`config.mk`:
```
export PLATFORM = sky130hd
export DESIGN_NAME = isb_back
export DESIGN_NICKNAME = d
export VERILOG_FILES = /design/src/sv/image_scale_by_two_defines.svh /design/src/sv/isb_pkg.sv /design/src/sv/isb_back.sv
export SDC_FILE = /design/constraint.sdc
export NUM_CORES = 1
export LEC_CHECK = 0
export BUFFER_PORTS_ARGS = -buffer_cell sky130_fd_sc_hd__clkbuf_2
export CORE_UTILIZATION = 37
export DETAILED_ROUTE_END_ITERATION = 8
export GPL_TIMING_DRIVEN = 1
export PLACE_DENSITY = 0.73
export SLEW_MARGIN = 30
export SYNTH_ARGS = -nofsm -noshare
export SYNTH_HDL_FRONTEND = slang
export SYNTH_SLANG_ARGS = --single-unit
```
`constraint.sdc`:
```
create_clock -name clk_i -period 1.43 [get_ports clk_i]
set_input_delay 0.0715 -clock clk_i [delete_from_list [all_inputs] [get_ports clk_i]]
set_output_delay 0.0715 -clock clk_i [all_outputs]
set_load 0.1 [all_outputs]
```
`src/sv/image_scale_by_two_defines.svh`:
```
// -----------------------------------------------------------------------------
// Image scale by two: assertion macros
// Clocked assertion helpers used by the top level to check this block.
// -----------------------------------------------------------------------------
`ifndef IMAGE_SCALE_BY_TWO_DEFINES_SVH
`define IMAGE_SCALE_BY_TWO_DEFINES_SVH

// Check on every clock edge outside reset.
`define ISB_ASSERT(lbl, prop, msg) \
  lbl: assert property (@(posedge clk_i) disable iff (!rst_ni) prop) else $error(msg);

// Check on every clock edge, reset included.
`define ISB_ASSERT_ALWAYS(lbl, prop, msg) \
  lbl: assert property (@(posedge clk_i) prop) else $error(msg);

`endif

```
`src/sv/isb_pkg.sv`:
```
// -----------------------------------------------------------------------------
// Image scale by two: package
// Widths, register indexes, modes and the command word passed front to back.
// -----------------------------------------------------------------------------
package isb_pkg;

  localparam int PIX_W          = 8;
  localparam int COORD_W        = 11;
  localparam int CFG_W          = 11;
  localparam int CFG_IDX_W      = 2;
  localparam int PAIR_W         = 9;
  localparam int QUEUE_DEPTH    = 2;
  localparam int MAX_WIDTH_DEF  = 1024;
  localparam int MAX_HEIGHT_DEF = 1024;

  typedef enum logic [CFG_IDX_W-1:0] {
    REG_SCALE_MODE   = 2'd0,
    REG_IMAGE_WIDTH  = 2'd1,
    REG_IMAGE_HEIGHT = 2'd2
  } isb_reg_e;

  typedef enum logic {
    MODE_UP   = 1'b0,
    MODE_DOWN = 1'b1
  } isb_mode_e;

  typedef struct packed {
    isb_mode_e          mode;
    logic [PIX_W-1:0]   pixel;
    logic [COORD_W-1:0] row;
    logic [COORD_W-1:0] col;
    logic               last;
  } isb_cmd_t;

endpackage

```
`src/sv/isb_back.sv`:
```
// -----------------------------------------------------------------------------
// Image scale by two: back
// Expands each command word into its result words behind an output register.
// -----------------------------------------------------------------------------
module isb_back import isb_pkg::*; (
  input  logic               clk_i,
  input  logic               rst_ni,
  input  isb_cmd_t           q_cmd_i,
  input  logic               q_empty_i,
  output logic               q_pop_o,
  output logic               empty_o,
  input  logic               pop_i,
  output logic [PIX_W-1:0]   pixel_out_o,
  output logic [COORD_W-1:0] out_row_o,
  output logic [COORD_W-1:0] out_col_o,
  output logic               run_last_o,
  output logic               frame_last_o
);

  logic [1:0]         sub_q, sub_d;
  logic               vld_q;
  logic [PIX_W-1:0]   pix_q;
  logic [COORD_W-1:0] row_q, col_q, row_d, col_d;
  logic               run_q, frame_q;
  logic               adv, load, final_word, is_up;

  assign is_up      = (q_cmd_i.mode == MODE_UP);
  assign adv        = !vld_q || pop_i;
  assign load       = adv && !q_empty_i;
  assign final_word = !is_up || (sub_q == 2'd3);
  assign q_pop_o    = load && final_word;

  always_comb begin
    sub_d = sub_q;
    if (load) begin
      sub_d = final_word ? 2'd0 : sub_q + 2'd1;
    end
    row_d = q_cmd_i.row | {{(COORD_W-1){1'b0}}, is_up & sub_q[1]};
    col_d = q_cmd_i.col | {{(COORD_W-1){1'b0}}, is_up & sub_q[0]};
  end

  always_ff @(posedge clk_i or negedge rst_ni) begin
    if (!rst_ni) begin
      sub_q <= 2'd0;
      vld_q <= 1'b0;
    end else begin
      sub_q <= sub_d;
      if (adv) begin
        vld_q <= !q_empty_i;
      end
    end
  end

  always_ff @(posedge clk_i) begin
    if (load) begin
      pix_q   <= q_cmd_i.pixel;
      row_q   <= row_d;
      col_q   <= col_d;
      run_q   <= final_word;
      frame_q <= final_word && q_cmd_i.last;
    end
  end

  assign empty_o      = !vld_q;
  assign pixel_out_o  = pix_q;
  assign out_row_o    = row_q;
  assign out_col_o    = col_q;
  assign run_last_o   = run_q;
  assign frame_last_o = frame_q;

endmodule

```
# After elaboration in Yosys (flattened, before gate mapping)
# Cells that the tools add are included.
# classes
n_mux	1
n_bitwise	5
reduce_logical	7
n_eq_ne	1
addsub	1
# op_table
operator	count
11-bit by 1-bit OR with 11-bit output	2
1-bit logical AND	3
2-bit by 1-bit adder with 2-bit output (second input constant)	1
1-bit AND	2
2-bit == test (second input constant)	1
1-bit logical NOT	2
1-bit logical OR	2
2-bit 2-to-1 mux	1
1-bit NOT	1
# totals
output_inout_bits	34
reg_bits	35
input_bits	36
word_cells	22

# Logic depth before layout (Yosys ltp)
# logic_depth
depth_word	4
mapped_depth	4
ltp_nobuf	4

# Worst setup path after synthesis
# Ideal clock, no wire load.
# synth_path
kind	reg2out
from	reg vld_q
to	out q_pop_o
t_required_ns	1.359
n_path_buf	0
path_stages_with_launch	3
path_slack_ns	-0.304
t_arrival_ns	1.662
path_cell_list	dfrtp_1 a21oi_4 and2_2
# synth_between
elab_chain_cells	4
# synth_lines
item	line	source
start, declared	isb_back.sv:21	logic vld_q;
start signal, assigned	isb_back.sv:49	vld_q <= !q_empty_i;
1-bit logical NOT	isb_back.sv:28	assign adv = !vld_q || pop_i;
1-bit logical OR	isb_back.sv:28	
1-bit logical AND	isb_back.sv:29	assign load = adv && !q_empty_i;
via load	isb_back.sv:25	logic adv, load, final_word, is_up;
1-bit logical AND	isb_back.sv:31	assign q_pop_o = load && final_word;
end, declared	isb_back.sv:10	output logic q_pop_o,
# The timed path passes the listed nets, and every way through them passes these cells.

# Worst setup path after layout
# layout_path
from	reg sub_q[0]
to	out q_pop_o
# layout_between
elab_chain_cells	3
# layout_lines
item	line	source
start, declared	isb_back.sv:20	logic [1:0] sub_q, sub_d;
start signal, assigned	isb_back.sv:47	sub_q <= sub_d;
2-bit == test	isb_back.sv:30	assign final_word = !is_up || (sub_q == 2'd3);
1-bit logical OR	isb_back.sv:30	
via final_word	isb_back.sv:25	
1-bit logical AND	isb_back.sv:31	
# The timed path passes the listed nets, and every way through them passes these cells.

==> results.yml <==
outcome:
  status: "finished, violations left"
  violations: "design-rule violations, negative setup slack"
global_route:
  grt_pass1_vias: 943
  grt_max_degree: 18
  grt_pass1_wl_mm: 4.51
  antenna_found_initial: 0
  overflow: 0
  grt_util_all_layers_pct: 19.7
pwr:
  power_leakage_nw: 0.930
  power_mw: 2.57
  power_per_cell_area_mw_per_mm2: 1260
  peakVddDrop_mv: 0.544
detailed_routing:
  finalWirelength_mm: 3.10
  drt_iter0_drc: 49
  antenna_left: 0
  drc: 3
  wl_per_cell_microns: 15.4
  via_per_inst: 4.47
  firstDrtPassIters: 8
  dr_total_vias: 903
clock_tree:
  cts.sinks: 35
  cts_tree: "yes"
  clk_pin_slew_ns: 0.09
  numCtsBuffers: 5
  insertion_delay_ns: 0.32
  htreeDepth: 2
  clk_path_buf_depth: 2
  cts_root_buffer: "clkbuf_4"
critical_path:
  worst_r2r_endpoint: "sub_q[0]"
  timing.rr.start: "vld_q"
  cp-endpoint: "q_pop_o"
  crit_type: "reg -> out"
  cp_num_cells: 5
  required_ns: 1.36
  critPathMaxStageDelay_ns: 0.40
  startpoint: "sub_q[0]"
  crit_fanout: 2
  cp.arrival_ns: 1.38
  worstRegToRegCells: 4
  startpoint_type: "flop"
  cpMaxStageDelayCell: "dfrtp_1"
  endpoint_kind: "primary output"
  crit_chain: "ha_2 > nor2_2 > inv_1 > and2_4 > buf_12"
  path_buf_inv: 2
  rrSetupSlack_ns: 0.03
  cp_top_family: "flip-flops"
yosys:
  yosysTopAreaCell: "edfxtp_1"
  syn_inst: 52
  synth_edf_count: 32
  dominantRegCellSynth: "edfxtp_1"
  netlist_area_sq_mm: 0.00115
  yosysUniqueCellTypes: 15
  yosys_warnings: 0
  yosysMostFrequentCell: "edfxtp_1"
  synth_top_area_share_pct: 83.2
  synthTopCellsByCount: "32 x edfxtp_1, 4 x inv_1, 3 x dfrtp_1, 2 x a21o_1"
  syn_nets: 89
  synth-seq-area-share_pct: 89.7
  synthArstFlopShare_pct: 8.57
  netlist_top_cells_area: "edfxtp_1 83%, dfrtp_1 6.5%, a21oi_4 1.4%, a21o_1 1.3%, inv_1 1.3%"
  ys_ff_latch: 35
  syn_avg_cell_area_sq_um: 22.2
timing:
  post-route-period-util_pct: 101
  slew_headroom_pct: 62.5
  tightest_slew_ns: 0.565
  slew_violations: 0
  setup_viol: 1
  max_freq_ghz: 0.691
  hold_viol: 0
  rsz0062_at_grt: "yes"
  setup_slack_ns: -0.0179
  layout_min_cycle_time_ns: 1.45
  fin_skew_ns: 0.00727
floorplanning:
  placementRows: 19
  io_pins: 70
  core_area_sq_mm: 0.00285
  die_area_sq_mm: 0.00335
  die_h_microns: 57.9
  start_util_pct: 40.5
  dieWidth_microns: 57.9
job:
  max-cap-violations: 0
cells_and_area:
  final_area_sq_mm: 0.00204
  fin_nets: 207
  area_growth_pct: 77.0
  fin_util_pct: 71.7
  fill_cells: 190
  drive_gt1_share_pct: 52.0
  diodes: 0
placement:
  dp_hpwl_mm: 1.56
  globalplace.congestion: 0.702
  dpl_cell_area_sq_mm: 0.00158
  pre_cts_ws_ns: 0.193
  io_buffer_count: 69
min_path:
  hold_path.class: "in -> async"
[sequential cells by signal (all words and copies together), names as in the netlist]
name          cells
out_col_o        11
frame_last_o      1
run_last_o        1
out_row_o        11
pixel_out_o       8
sub_q             2
vld_q             1
[cell type report]
| cell class | instances | area, sq um | share of cell area [%] |
|---|---|---|---|
| Multi-Input combinational cell | 12 | 106 | 5.20 |
| Timing Repair Buffer | 111 | 796 | 38.9 |
| Sequential cell | 35 | 1040 | 50.7 |
| Inverter | 5 | 18.8 | 0.918 |
| Tap cell | 31 | 38.8 | 1.90 |
| Clock buffer | 8 | 48.8 | 2.39 |
[logic make-up after synthesis]
group	synth area share, %
mux	2.17
compound gates	3.14
flops	89.7
buf+inv	1.62
simple gates	2.27
fa+ha+maj	1.08
[what timing repair did]
action / 4_1_cts / 5_1_grt
pin swaps: 3 / 2
endpoints found under the hold margin: 33 / 1
gates resized for setup: 2 / 0
hold buffers: 32 / 1
cloned: 1 / 0
setup buffers: 4 / 2
setup endpoints to repair: 1 / 2
[placed cells by master, fill, tap and decap left out, drive strengths merged, types with 2 or more instances in the layout]
master / n
a21o: 2
buf: 9
clkbuf: 76
dfrtp: 3
dlygate4sd3: 33
edfxtp: 32
inv: 5
[metal layers]
metal  wire, microns  global-route usage [%]
met4              54                    11.2
met1            1250                    21.8
met2            1550                    32.8
met5               0                       0
met3             250                    7.14
[stage by stage]
stage	instances	TNS [ns]	hold WS, ns
2_1_floorplan	52	-0.885	-0.224
3_3_place_gp	154	0	-0.125
3_5_place_dp	154	0	-0.125
4_1_cts	199	-0.0262	0.00785
5_1_grt	202	-0.106	0.0465
6_report	202	-0.0179	0.0656
[power breakdown]
part	switching [mW]	internal (mW)	total, mW
clock	0.299	0.196	0.495
sequential	0.0370	1.21	1.25
combinational	0.559	0.271	0.830
total	0.895	1.68	2.57
[worst min-delay path by stage]
| stage | end | slack (ns) | cells past startpoint |
|---|---|---|---|
| finish | vld_q | 0.07 | 2 |
| global route | vld_q | 0.05 | 2 |
| CTS | out_col_o[0] | 0.008 | 2 |
| detailed placement | vld_q | -0.13 | 1 |
| global placement | vld_q | -0.12 | 1 |
| floorplan | sub_q[0] | -0.22 | 0 |
Note: power is estimated with default switching activity, not from simulation.
