## src/sv/image_scale_by_two_defines.svh

```systemverilog
// -----------------------------------------------------------------------------
// Image scale by two: assertion macros
// Clocked assertion helpers used by the top level to check this block.
// -----------------------------------------------------------------------------
`ifndef IMAGE_SCALE_BY_TWO_DEFINES_SVH
`define IMAGE_SCALE_BY_TWO_DEFINES_SVH

// Check on every clock edge outside reset.
`define ISB_ASSERT(lbl, prop, msg) \
  lbl: assert property (@(posedge clk_i) disable iff (!rst_ni) prop) else $error(msg);

// Check on every clock edge, reset included.
`define ISB_ASSERT_ALWAYS(lbl, prop, msg) \
  lbl: assert property (@(posedge clk_i) prop) else $error(msg);

`endif

```

## src/sv/isb_pkg.sv

```systemverilog
// -----------------------------------------------------------------------------
// Image scale by two: package
// Widths, register indexes, modes and the command word passed front to back.
// -----------------------------------------------------------------------------
package isb_pkg;

  localparam int PIX_W          = 8;
  localparam int COORD_W        = 11;
  localparam int CFG_W          = 11;
  localparam int CFG_IDX_W      = 2;
  localparam int PAIR_W         = 9;
  localparam int QUEUE_DEPTH    = 2;
  localparam int MAX_WIDTH_DEF  = 1024;
  localparam int MAX_HEIGHT_DEF = 1024;

  typedef enum logic [CFG_IDX_W-1:0] {
    REG_SCALE_MODE   = 2'd0,
    REG_IMAGE_WIDTH  = 2'd1,
    REG_IMAGE_HEIGHT = 2'd2
  } isb_reg_e;

  typedef enum logic {
    MODE_UP   = 1'b0,
    MODE_DOWN = 1'b1
  } isb_mode_e;

  typedef struct packed {
    isb_mode_e          mode;
    logic [PIX_W-1:0]   pixel;
    logic [COORD_W-1:0] row;
    logic [COORD_W-1:0] col;
    logic               last;
  } isb_cmd_t;

endpackage

```

## src/sv/isb_queue.sv

```systemverilog
// -----------------------------------------------------------------------------
// Image scale by two: command queue
// Short FIFO of command words between the front and the back.
// -----------------------------------------------------------------------------
module isb_queue import isb_pkg::*; (
  input  logic     clk_i,
  input  logic     rst_ni,
  input  logic     push_i,
  input  isb_cmd_t data_i,
  output logic     full_o,
  input  logic     pop_i,
  output isb_cmd_t data_o,
  output logic     empty_o
);

  localparam int PtrW = (QUEUE_DEPTH > 1) ? $clog2(QUEUE_DEPTH) : 1;
  localparam int CntW = $clog2(QUEUE_DEPTH + 1);

  isb_cmd_t          mem_q [QUEUE_DEPTH];
  logic [PtrW-1:0]   wr_ptr_q, wr_ptr_d;
  logic [PtrW-1:0]   rd_ptr_q, rd_ptr_d;
  logic [CntW-1:0]   count_q, count_d;
  logic              do_push, do_pop;

  assign full_o  = (count_q == CntW'(QUEUE_DEPTH));
  assign empty_o = (count_q == '0);
  assign do_push = push_i && !full_o;
  assign do_pop  = pop_i && !empty_o;
  assign data_o  = mem_q[rd_ptr_q];

  always_comb begin
    wr_ptr_d = wr_ptr_q;
    rd_ptr_d = rd_ptr_q;
    count_d  = count_q;
    if (do_push) begin
      wr_ptr_d = (wr_ptr_q == PtrW'(QUEUE_DEPTH - 1)) ? '0 : wr_ptr_q + PtrW'(1);
    end
    if (do_pop) begin
      rd_ptr_d = (rd_ptr_q == PtrW'(QUEUE_DEPTH - 1)) ? '0 : rd_ptr_q + PtrW'(1);
    end
    if (do_push && !do_pop) begin
      count_d = count_q + CntW'(1);
    end else if (do_pop && !do_push) begin
      count_d = count_q - CntW'(1);
    end
  end

  always_ff @(posedge clk_i or negedge rst_ni) begin
    if (!rst_ni) begin
      wr_ptr_q <= '0;
      rd_ptr_q <= '0;
      count_q  <= '0;
    end else begin
      wr_ptr_q <= wr_ptr_d;
      rd_ptr_q <= rd_ptr_d;
      count_q  <= count_d;
    end
  end

  always_ff @(posedge clk_i) begin
    if (do_push) begin
      mem_q[wr_ptr_q] <= data_i;
    end
  end

endmodule

```

## config.mk

```make
export PLATFORM = sky130hd
export DESIGN_NAME = isb_queue
export DESIGN_NICKNAME = d
export VERILOG_FILES = /design/src/sv/image_scale_by_two_defines.svh /design/src/sv/isb_pkg.sv /design/src/sv/isb_queue.sv
export SDC_FILE = /design/constraint.sdc
export NUM_CORES = 1
export LEC_CHECK = 0
export ABC_AREA = 1
export BUFFER_PORTS_ARGS = -buffer_cell sky130_fd_sc_hd__buf_2
export CAP_MARGIN = 20
export CORE_MARGIN = 1.5
export CORE_UTILIZATION = 55
export CTS_CLUSTER_SIZE = 28
export DETAILED_ROUTE_END_ITERATION = 10
export GPL_ROUTABILITY_DRIVEN = 0
export PLACE_DENSITY_LB_ADDON = 0.15
export SYNTH_ARGS = -nofsm -noshare
export SYNTH_HDL_FRONTEND = slang
export SYNTH_SLANG_ARGS = --single-unit
```

## constraint.sdc

```tcl
create_clock -name clk_i -period 4.4 [get_ports clk_i]
set_input_delay 0.88 -clock clk_i [delete_from_list [all_inputs] [get_ports clk_i]]
set_output_delay 0.88 -clock clk_i [all_outputs]
set_load 0.005 [all_outputs]
```

# ---- After elaboration in Yosys (flattened, before gate mapping)
# Memories as Yosys holds them, arrays and structs flattened.
# Index checks and enable logic that the tools add are counted.
dict set report totals {
  register_bits 4
  ramBits 64
  in_bits 36
  output_inout_bits 34
  wordCells 25
  n_memories 1
}
# name depth width rd rd_clocked_by_memory_dff write_ports line
set memory_table {}
lappend memory_table {mem_q 2 32 1 0 1 isb_queue.sv:19} ;# isb_cmd_t mem_q [QUEUE_DEPTH];
dict set report op_classes {
  add_sub_neg 4
  n_eq_ne 1
  muxes 6
  reduce_logical 10
}
# op count
set ops {}
lappend ops {{logical AND 1 bit} 4}
lappend ops {{zero test 1 bit} 4}
lappend ops {{2-to-1 mux 1 bit} 4}
lappend ops {{2-to-1 mux 2 bit} 2}
lappend ops {{adder 1 bit, second input constant} 2}
lappend ops {{adder 2 x 1 -> 2 bit, second input constant} 1}
lappend ops {{equality test 2 bit, second input constant} 1}
lappend ops {{zero test 2 bit} 1}
lappend ops {{nonzero test 2 bit} 1}
lappend ops {{subtractor 2 x 1 -> 2 bit, second input constant} 1}

# ---- Longest topological paths before layout
# Gate-level depths: netlist of the first run.
dict set report depth {
  word_depth 7
  ltp_mapped 9
  mapped_depth_nobuf 9
}

# ---- Worst setup path after synthesis of the first run
# Ideal clock, no wire load.
dict set report synth_path {
  kind {input -> register}
  startpoint {input push_i}
  endpoint {memory mem_q[1][0] in the netlist's numbering (enable)}
  setup_ns 0.421
  arrival_ns 2.341
  t_required_ns 3.979
  slack_ns 1.638
  cell_stages 2
  path_buffers 0
  cell_sequence {o21ai_0 > nor2_1}
}
dict set report synth_via {
  elab_chain_len 3
}
# element line
set synth_rtl {}
lappend synth_rtl {{start, declared} isb_queue.sv:8} ;# input logic push_i,
lappend synth_rtl {{logical AND 1 bit} isb_queue.sv:27} ;# assign do_push = push_i && !full_o;
lappend synth_rtl {{2-to-1 mux 1 bit} isb_queue.sv:61} ;# if (do_push) begin
lappend synth_rtl {{2-to-1 mux 1 bit (not written as such)} isb_queue.sv:62} ;# mem_q[wr_ptr_q] <= data_i;
lappend synth_rtl {{end, declared} isb_queue.sv:19}
# No other way between the ends.

==> flow_metrics.env, run 1 <==
export IMPL_clock_tree_root_cell="clkbuf_8"
export IMPL_synth_cell_type_count=15
export IMPL_cts_sinks=68
export IMPL_regArea_sq_um=2020
export IMPL_status="finished clean"
export IMPL_synth_top_area_share_pct=75.1
export IMPL_grt_pass1_wl_um=6930
export IMPL_grt_pass1_vias=1589
export IMPL_max_freq_mhz=426
export IMPL_p_leak_nw=1.42
export IMPL_syn_avg_cell_area_sq_um=12.9
export IMPL_synth_area_leaders="edfxtp_1, nand2_1, dfrtp_1, inv_1, buf_4"
export IMPL_overflow=0
export IMPL_diodes=0
export IMPL_dr_pass1_iters=4
export IMPL_tritoncts="yes"
export IMPL_post_drt_wl_per_cell_um=13.0
export IMPL_worst_setup_path_start_kind="register"
export IMPL_grt_usage_pct=18.6
export IMPL_cts_hold_buf=0
export IMPL_maxCapViolCount=0
export IMPL_rsz0062_at_grt="no"
export IMPL_postCtsSetupBuffers=0
export IMPL_design_die_area_sq_um=5070
export IMPL_die_h_um=71.2
export IMPL_grt_max_degree=34
export IMPL_nFillCells=321
export IMPL_syn_num_nets=236
export IMPL_synthCells=199
export IMPL_vias_per_cell=4.90
export IMPL_initial_core_util_pct=58.0
export IMPL_core_area_sq_um=4410
export IMPL_fin_crit_ps=2350
export IMPL_required_ps=3520
export IMPL_path_clk_slew_ps=70
export IMPL_drive_above_1_share_pct=32.6
export IMPL_critical_path_arrival_ps=1470
export IMPL_min_delay_path_class="in2async"
export IMPL_cts_resized_gates=0
export IMPL_synth_seq_area_share_pct=79.0
export IMPL_power_switching_share_pct=31.3
export IMPL_wl_um=4310
export IMPL_power_frac_clock_pct=26.1
export IMPL_ant_nets=0
export IMPL_dp_hpwl_um=2720
export IMPL_path_max_fanout=33
export IMPL_clock_path_buffers=2
export IMPL_setup_viol=0
export IMPL_area_growth_syn_to_layout_pct=23.7
export IMPL_port_buffers=69
export IMPL_fin_skew_ps=2.93
export IMPL_die_w_um=71.2
export IMPL_antenna_found_initial=0
export IMPL_slew_violations=0
export IMPL_p_seq_share_pct=44.9
export IMPL_final_period_utilization_pct=53.3
export IMPL_p_comb_share_pct=29.0
export IMPL_power_density_nw_per_um2=655
export IMPL_clk_latency_ps=340
export IMPL_ir_worst_vdd_mv=0.436
export IMPL_ys_warn_count=0
export IMPL_worst_pin_slew_ps=894
export IMPL_synth_seq_cells=68
export IMPL_slew_headroom_pct=40.3
export IMPL_endpoint_kind="output port"
export IMPL_fin_nets=311
export IMPL_synth_area_leader_cell="edfxtp_1"
export IMPL_drt_iter0_drc=87
export IMPL_syn_area_sq_um=2560
export IMPL_worstSetupPathType="reg2out"
export IMPL_cts_buffers=9
export IMPL_fin_tns_setup_ps=0
export IMPL_multi_input_area_sq_um=472
export IMPL_core_rowCount=24
export IMPL_p_int_w=0.00142
export IMPL_hold_viol=0
export IMPL_routed_via_count=1623
export IMPL_cts_max_level=3
export IMPL_drc_errors=0
export IMPL_p_sw_w=0.000648
export IMPL_whs_ps=335
export IMPL_io_pins=70
state kept, by name, summed over array words and instances (netlist names):
register,flops
count_q,2
wr_ptr_q,1
rd_ptr_q,1
mem_q,64
metrics by stage:
| stage | utilization [%] | instances | power [W] | setup WS (ps) | cell area [sq um] |
|---|---|---|---|---|---|
| global route | 71.7 | 331 | 0.00221 | 1890 | 3160 |
| global placement | 66.8 | 315 | 0.00153 | 2170 | 2950 |
| finish | 71.7 | 331 | 0.00207 | 2050 | 3160 |
| detailed placement | 66.8 | 315 | 0.00156 | 2130 | 2950 |
| floorplan | - | 199 | 0.00131 | 1640 | 2560 |
| CTS | 71.7 | 331 | 0.00210 | 2010 | 3160 |
power by group through the flow:
| stage | sequential [W] | clock, W | combinational, W |
|---|---|---|---|
| floorplan | 0.000936 | 0 | 0.000373 |
| global placement | 0.000939 | 0 | 0.000593 |
| detailed placement | 0.000947 | 0 | 0.000609 |
| CTS | 0.000933 | 0.000551 | 0.000615 |
| global route | 0.000947 | 0.000577 | 0.000686 |
| finish | 0.000932 | 0.000541 | 0.000600 |
area by class of cell:
class,instances,area share (%)
clock buffer,9,3.91
clock inverter,7,2.89
inverter,8,0.949
multi-input combinational,116,14.9
sequential,68,63.9
tap,52,2.06
timing repair buffer,71,11.4
worst max-delay path, cell delays in order, from the launching register on:
cell,delay (ps)
dfrtp_1,380
inv_2,420
nand2_1,120
nand2_1,90
buf_2,110
routing by layer:
metal	vias to the layer above	wire length (um)	track usage, %
met1	745	1690	20.0
li1	816	-	-
met3	9	305	5.56
met5	-	0	0
met2	53	2230	32.7
met4	0	84	10.1
synthesized netlist by cell type:
cell        n
nand2_1   105
edfxtp_1   64
inv_1       7
buf_2       4
dfrtp_1     4
buf_4       3
nor2_1      2
nor2_2      2
o21ai_0     2
ha_1        1
inv_2       1
nand3_1     1
nand3b_1    1
nand4_1     1
xnor2_1     1
cell usage in the layout, fill, tap and decap left out, types with 2 or more instances in the layout:
| master | synthesis | routed |
|---|---|---|
| nand2_1 | 105 | 105 |
| buf_2 | 4 | 69 |
| edfxtp_1 | 64 | 64 |
| clkbuf_8 | 0 | 9 |
| inv_1 | 7 | 7 |
| dfrtp_1 | 4 | 4 |
| clkinv_2 | 0 | 3 |
| nor2_2 | 2 | 2 |
| o21ai_0 | 2 | 2 |
| bufinv_16 | 0 | 2 |
| buf_4 | 3 | 2 |
path summary, 6_finish.rpt:
| kind | start | to | slack (ps) | cells after the start |
|---|---|---|---|---|
| worst min-delay path | rst_ni | count_q[0] | 330 | 1 |
| max in group asynchronous | rst_ni | rd_ptr_q | 3940 | 1 |
| min in group clk_i | wr_ptr_q | wr_ptr_q | 490 | 2 |
| worst min register to register | wr_ptr_q | wr_ptr_q | 490 | 2 |
| worst max-delay path | rd_ptr_q | data_o[9] | 2050 | 4 |
| worst max register to register | count_q[1] | mem_q[1][26] | 2600 | 3 |
cell families after synthesis:
family | count (synthesis) | synth area share (%)
and+or+nand+nor | 112 | 16.9
DFF | 68 | 79.0
buffers and inverters | 15 | 2.84
AOI/OAI and AO/OA | 2 | 0.391
xor gates and xnor gates | 1 | 0.342
adders and majority gates | 1 | 0.489
No activity file was read; power rests on OpenSTA's default activity.
==> run 2, diff against run 1 <==
--- a/config.mk
+++ b/config.mk
@@ -9,7 +9,7 @@
 export BUFFER_PORTS_ARGS = -buffer_cell sky130_fd_sc_hd__buf_2
 export CAP_MARGIN = 20
 export CORE_MARGIN = 1.5
-export CORE_UTILIZATION = 55
+export CORE_UTILIZATION = 46
 export CTS_CLUSTER_SIZE = 28
 export DETAILED_ROUTE_END_ITERATION = 10
 export GPL_ROUTABILITY_DRIVEN = 0
==> constraint.sdc (replaced) <==
create_clock -name clk_i -period 2 [get_ports clk_i]
set_input_delay 0.4 -clock clk_i [delete_from_list [all_inputs] [get_ports clk_i]]
set_output_delay 0.4 -clock clk_i [all_outputs]
set_load 0.005 [all_outputs]
==> run 2 against run 1 <==
- final area rose by 0.83%
- die area rose by 19%
- hold slack got worse by 78 ps
==> flow_metrics.env, run 2 (synthesis gave the netlist of run 1 again) <==
export IMPL_required_ps=1950
export IMPL_critical_path_arrival_ps=1790
export IMPL_numPlacedInstances=335
export IMPL_final_period_utilization_pct=92.2
export IMPL_worst_pin_slew_ps=911
export IMPL_clock_path_buffers=2
export IMPL_top_regs="mem_q: 64 flops, count_q: 2 flops"
export IMPL_path_clk_slew_ps=70
export IMPL_fin_skew_ps=6.45
export IMPL_io_pins=70
export IMPL_cts_sinks=68
export IMPL_mostFrequentLayoutCells="nand2_1, buf_2, edfxtp_1"
export IMPL_power_switching_share_pct=32.4
export IMPL_tritoncts="yes"
export IMPL_post_drt_wl_per_cell_um=12.5
export IMPL_diodes=0
export IMPL_drive_above_1_share_pct=32.6
export IMPL_fin_nets=314
export IMPL_p_comb_share_pct=30.8
export IMPL_fin_crit_ps=1840
export IMPL_endpoint_kind="register"
export IMPL_layout_commonest_cell="nand2_1"
export IMPL_largest_register_ffs=64
export IMPL_nFillCells=444
export IMPL_grt_max_degree=34
export IMPL_clk_latency_ps=330
export IMPL_ant_nets=0
export IMPL_drt_iter0_drc=75
export IMPL_ir_worst_vdd_mv=0.878
export IMPL_maxCapViolCount=0
export IMPL_design_die_area_sq_um=6020
export IMPL_dr_pass1_iters=4
export IMPL_slew_headroom_pct=39.1
export IMPL_core_area_sq_um=5240
export IMPL_overflow=0
export IMPL_cts_buffers=9
export IMPL_setup_viol=0
export IMPL_grt_pass1_wl_um=7200
export IMPL_routed_via_count=1604
export IMPL_area_growth_syn_to_layout_pct=24.7
export IMPL_clock_tree_root_cell="clkbuf_8"
export IMPL_drc_errors=0
export IMPL_port_buffers=69
export IMPL_min_delay_path_class="in2reg"
export IMPL_postCtsSetupBuffers=0
export IMPL_power_frac_clock_pct=23.8
export IMPL_largest_register="mem_q"
export IMPL_slew_violations=0
export IMPL_grt_usage_pct=16.0
export IMPL_worstSetupPathType="reg2reg"
export IMPL_finalNonFillerCells=352
export IMPL_initial_core_util_pct=48.9
export IMPL_p_sw_w=0.00145
export IMPL_p_leak_nw=1.41
export IMPL_status="finished clean"
export IMPL_whs_ps=257
export IMPL_core_rowCount=26
export IMPL_dp_hpwl_um=2740
export IMPL_grt_pass1_vias=1604
export IMPL_wl_um=4410
export IMPL_fin_tns_setup_ps=0
export IMPL_die_w_um=77.6
export IMPL_path_max_fanout=32
export IMPL_p_int_w=0.00303
export IMPL_vias_per_cell=4.56
export IMPL_setup_slack_ps=156
export IMPL_hold_viol=0
export IMPL_cts_max_level=3
export IMPL_rsz0062_at_grt="no"
export IMPL_die_h_um=77.6
export IMPL_power_density_nw_per_um2=1400
export IMPL_antenna_found_initial=0
export IMPL_max_freq_mhz=542
export IMPL_worst_setup_path_start_kind="register"
export IMPL_p_seq_share_pct=45.4
export IMPL_pre_cts_ws_ps=153
[run 2: cell types whose count changed in the layout (fill, tap and decap cells not counted)]
| cell | previous run | this run |
|---|---|---|
| buf_4 | 2 | 4 |
| bufinv_16 | 2 | 1 |
| clkinv_1 | 0 | 1 |
| clkinv_2 | 3 | 2 |
| clkinvlp_4 | 1 | 2 |
| dlygate4sd3_1 | 0 | 1 |
| inv_2 | 1 | 0 |
| inv_4 | 0 | 1 |
[run 2: power groups by stage]
stage / Combinational [W] / Sequential [W] / Clock (W)
after floorplan: 0.000825 / 0.00205 / 0
after global placement: 0.00140 / 0.00205 / 0
after detailed placement: 0.00141 / 0.00206 / 0
after CTS: 0.00142 / 0.00203 / 0.00109
after global routing: 0.00158 / 0.00206 / 0.00115
final: 0.00138 / 0.00203 / 0.00107
[run 2: final timing paths]
check	from	to	slack, ps	depth (start not counted)
setup / recovery	count_q[1]	mem_q[1][13]	160	3
min in group asynchronous	rst_ni	count_q[1]	400	2
hold reg to reg	wr_ptr_q	wr_ptr_q	520	2
max in group asynchronous	rst_ni	rd_ptr_q	1480	2
setup reg to reg	count_q[1]	mem_q[1][13]	160	3
hold / removal	data_i[30]	mem_q[0][30]	260	1
[run 2: cell type report]
class / count / area (sq um) / area share, %
Timing Repair Buffer: 74 / 385 / 12.1
Inverter: 8 / 32.5 / 1.02
Clock buffer: 9 / 124 / 3.88
Clock inverter: 7 / 67.6 / 2.12
Tap cell: 70 / 87.6 / 2.75
Multi-Input combinational cell: 116 / 472 / 14.8
Sequential cell: 68 / 2020 / 63.4
[run 2: layer usage]
metal / track usage, % / vias to the layer above / share of wire, %
met2: 27.0 / 49 / 50
met3: 5.41 / 7 / 5.4
met5: 0 / - / 0
li1: - / 816 / -
met1: 18.0 / 732 / 43
met4: 8.18 / 0 / 1.2
[run 2: timing repair]
action                                  in CTS  in global routing
resized for setup                            0                  2
hold buffers                                 1                  0
endpoints found under the setup margin       0                  6
endpoints found under the hold margin        4                  0
[run 2: per-stage QoR]
step | cell area (sq um) | util (%) | power [W]
CTS | 3190 | 60.9 | 0.00454
global placement | 2990 | 57.0 | 0.00345
finish | 3190 | 60.9 | 0.00448
floorplan | 2560 | - | 0.00288
detailed placement | 2990 | 57.0 | 0.00347
global route | 3190 | 60.9 | 0.00479
[run 2: worst max-delay path, stage by stage, from the launching register on]
cell and delay [ps]:
dfrtp_1 410, inv_1 130, o21ai_0 180, nor2_4 740
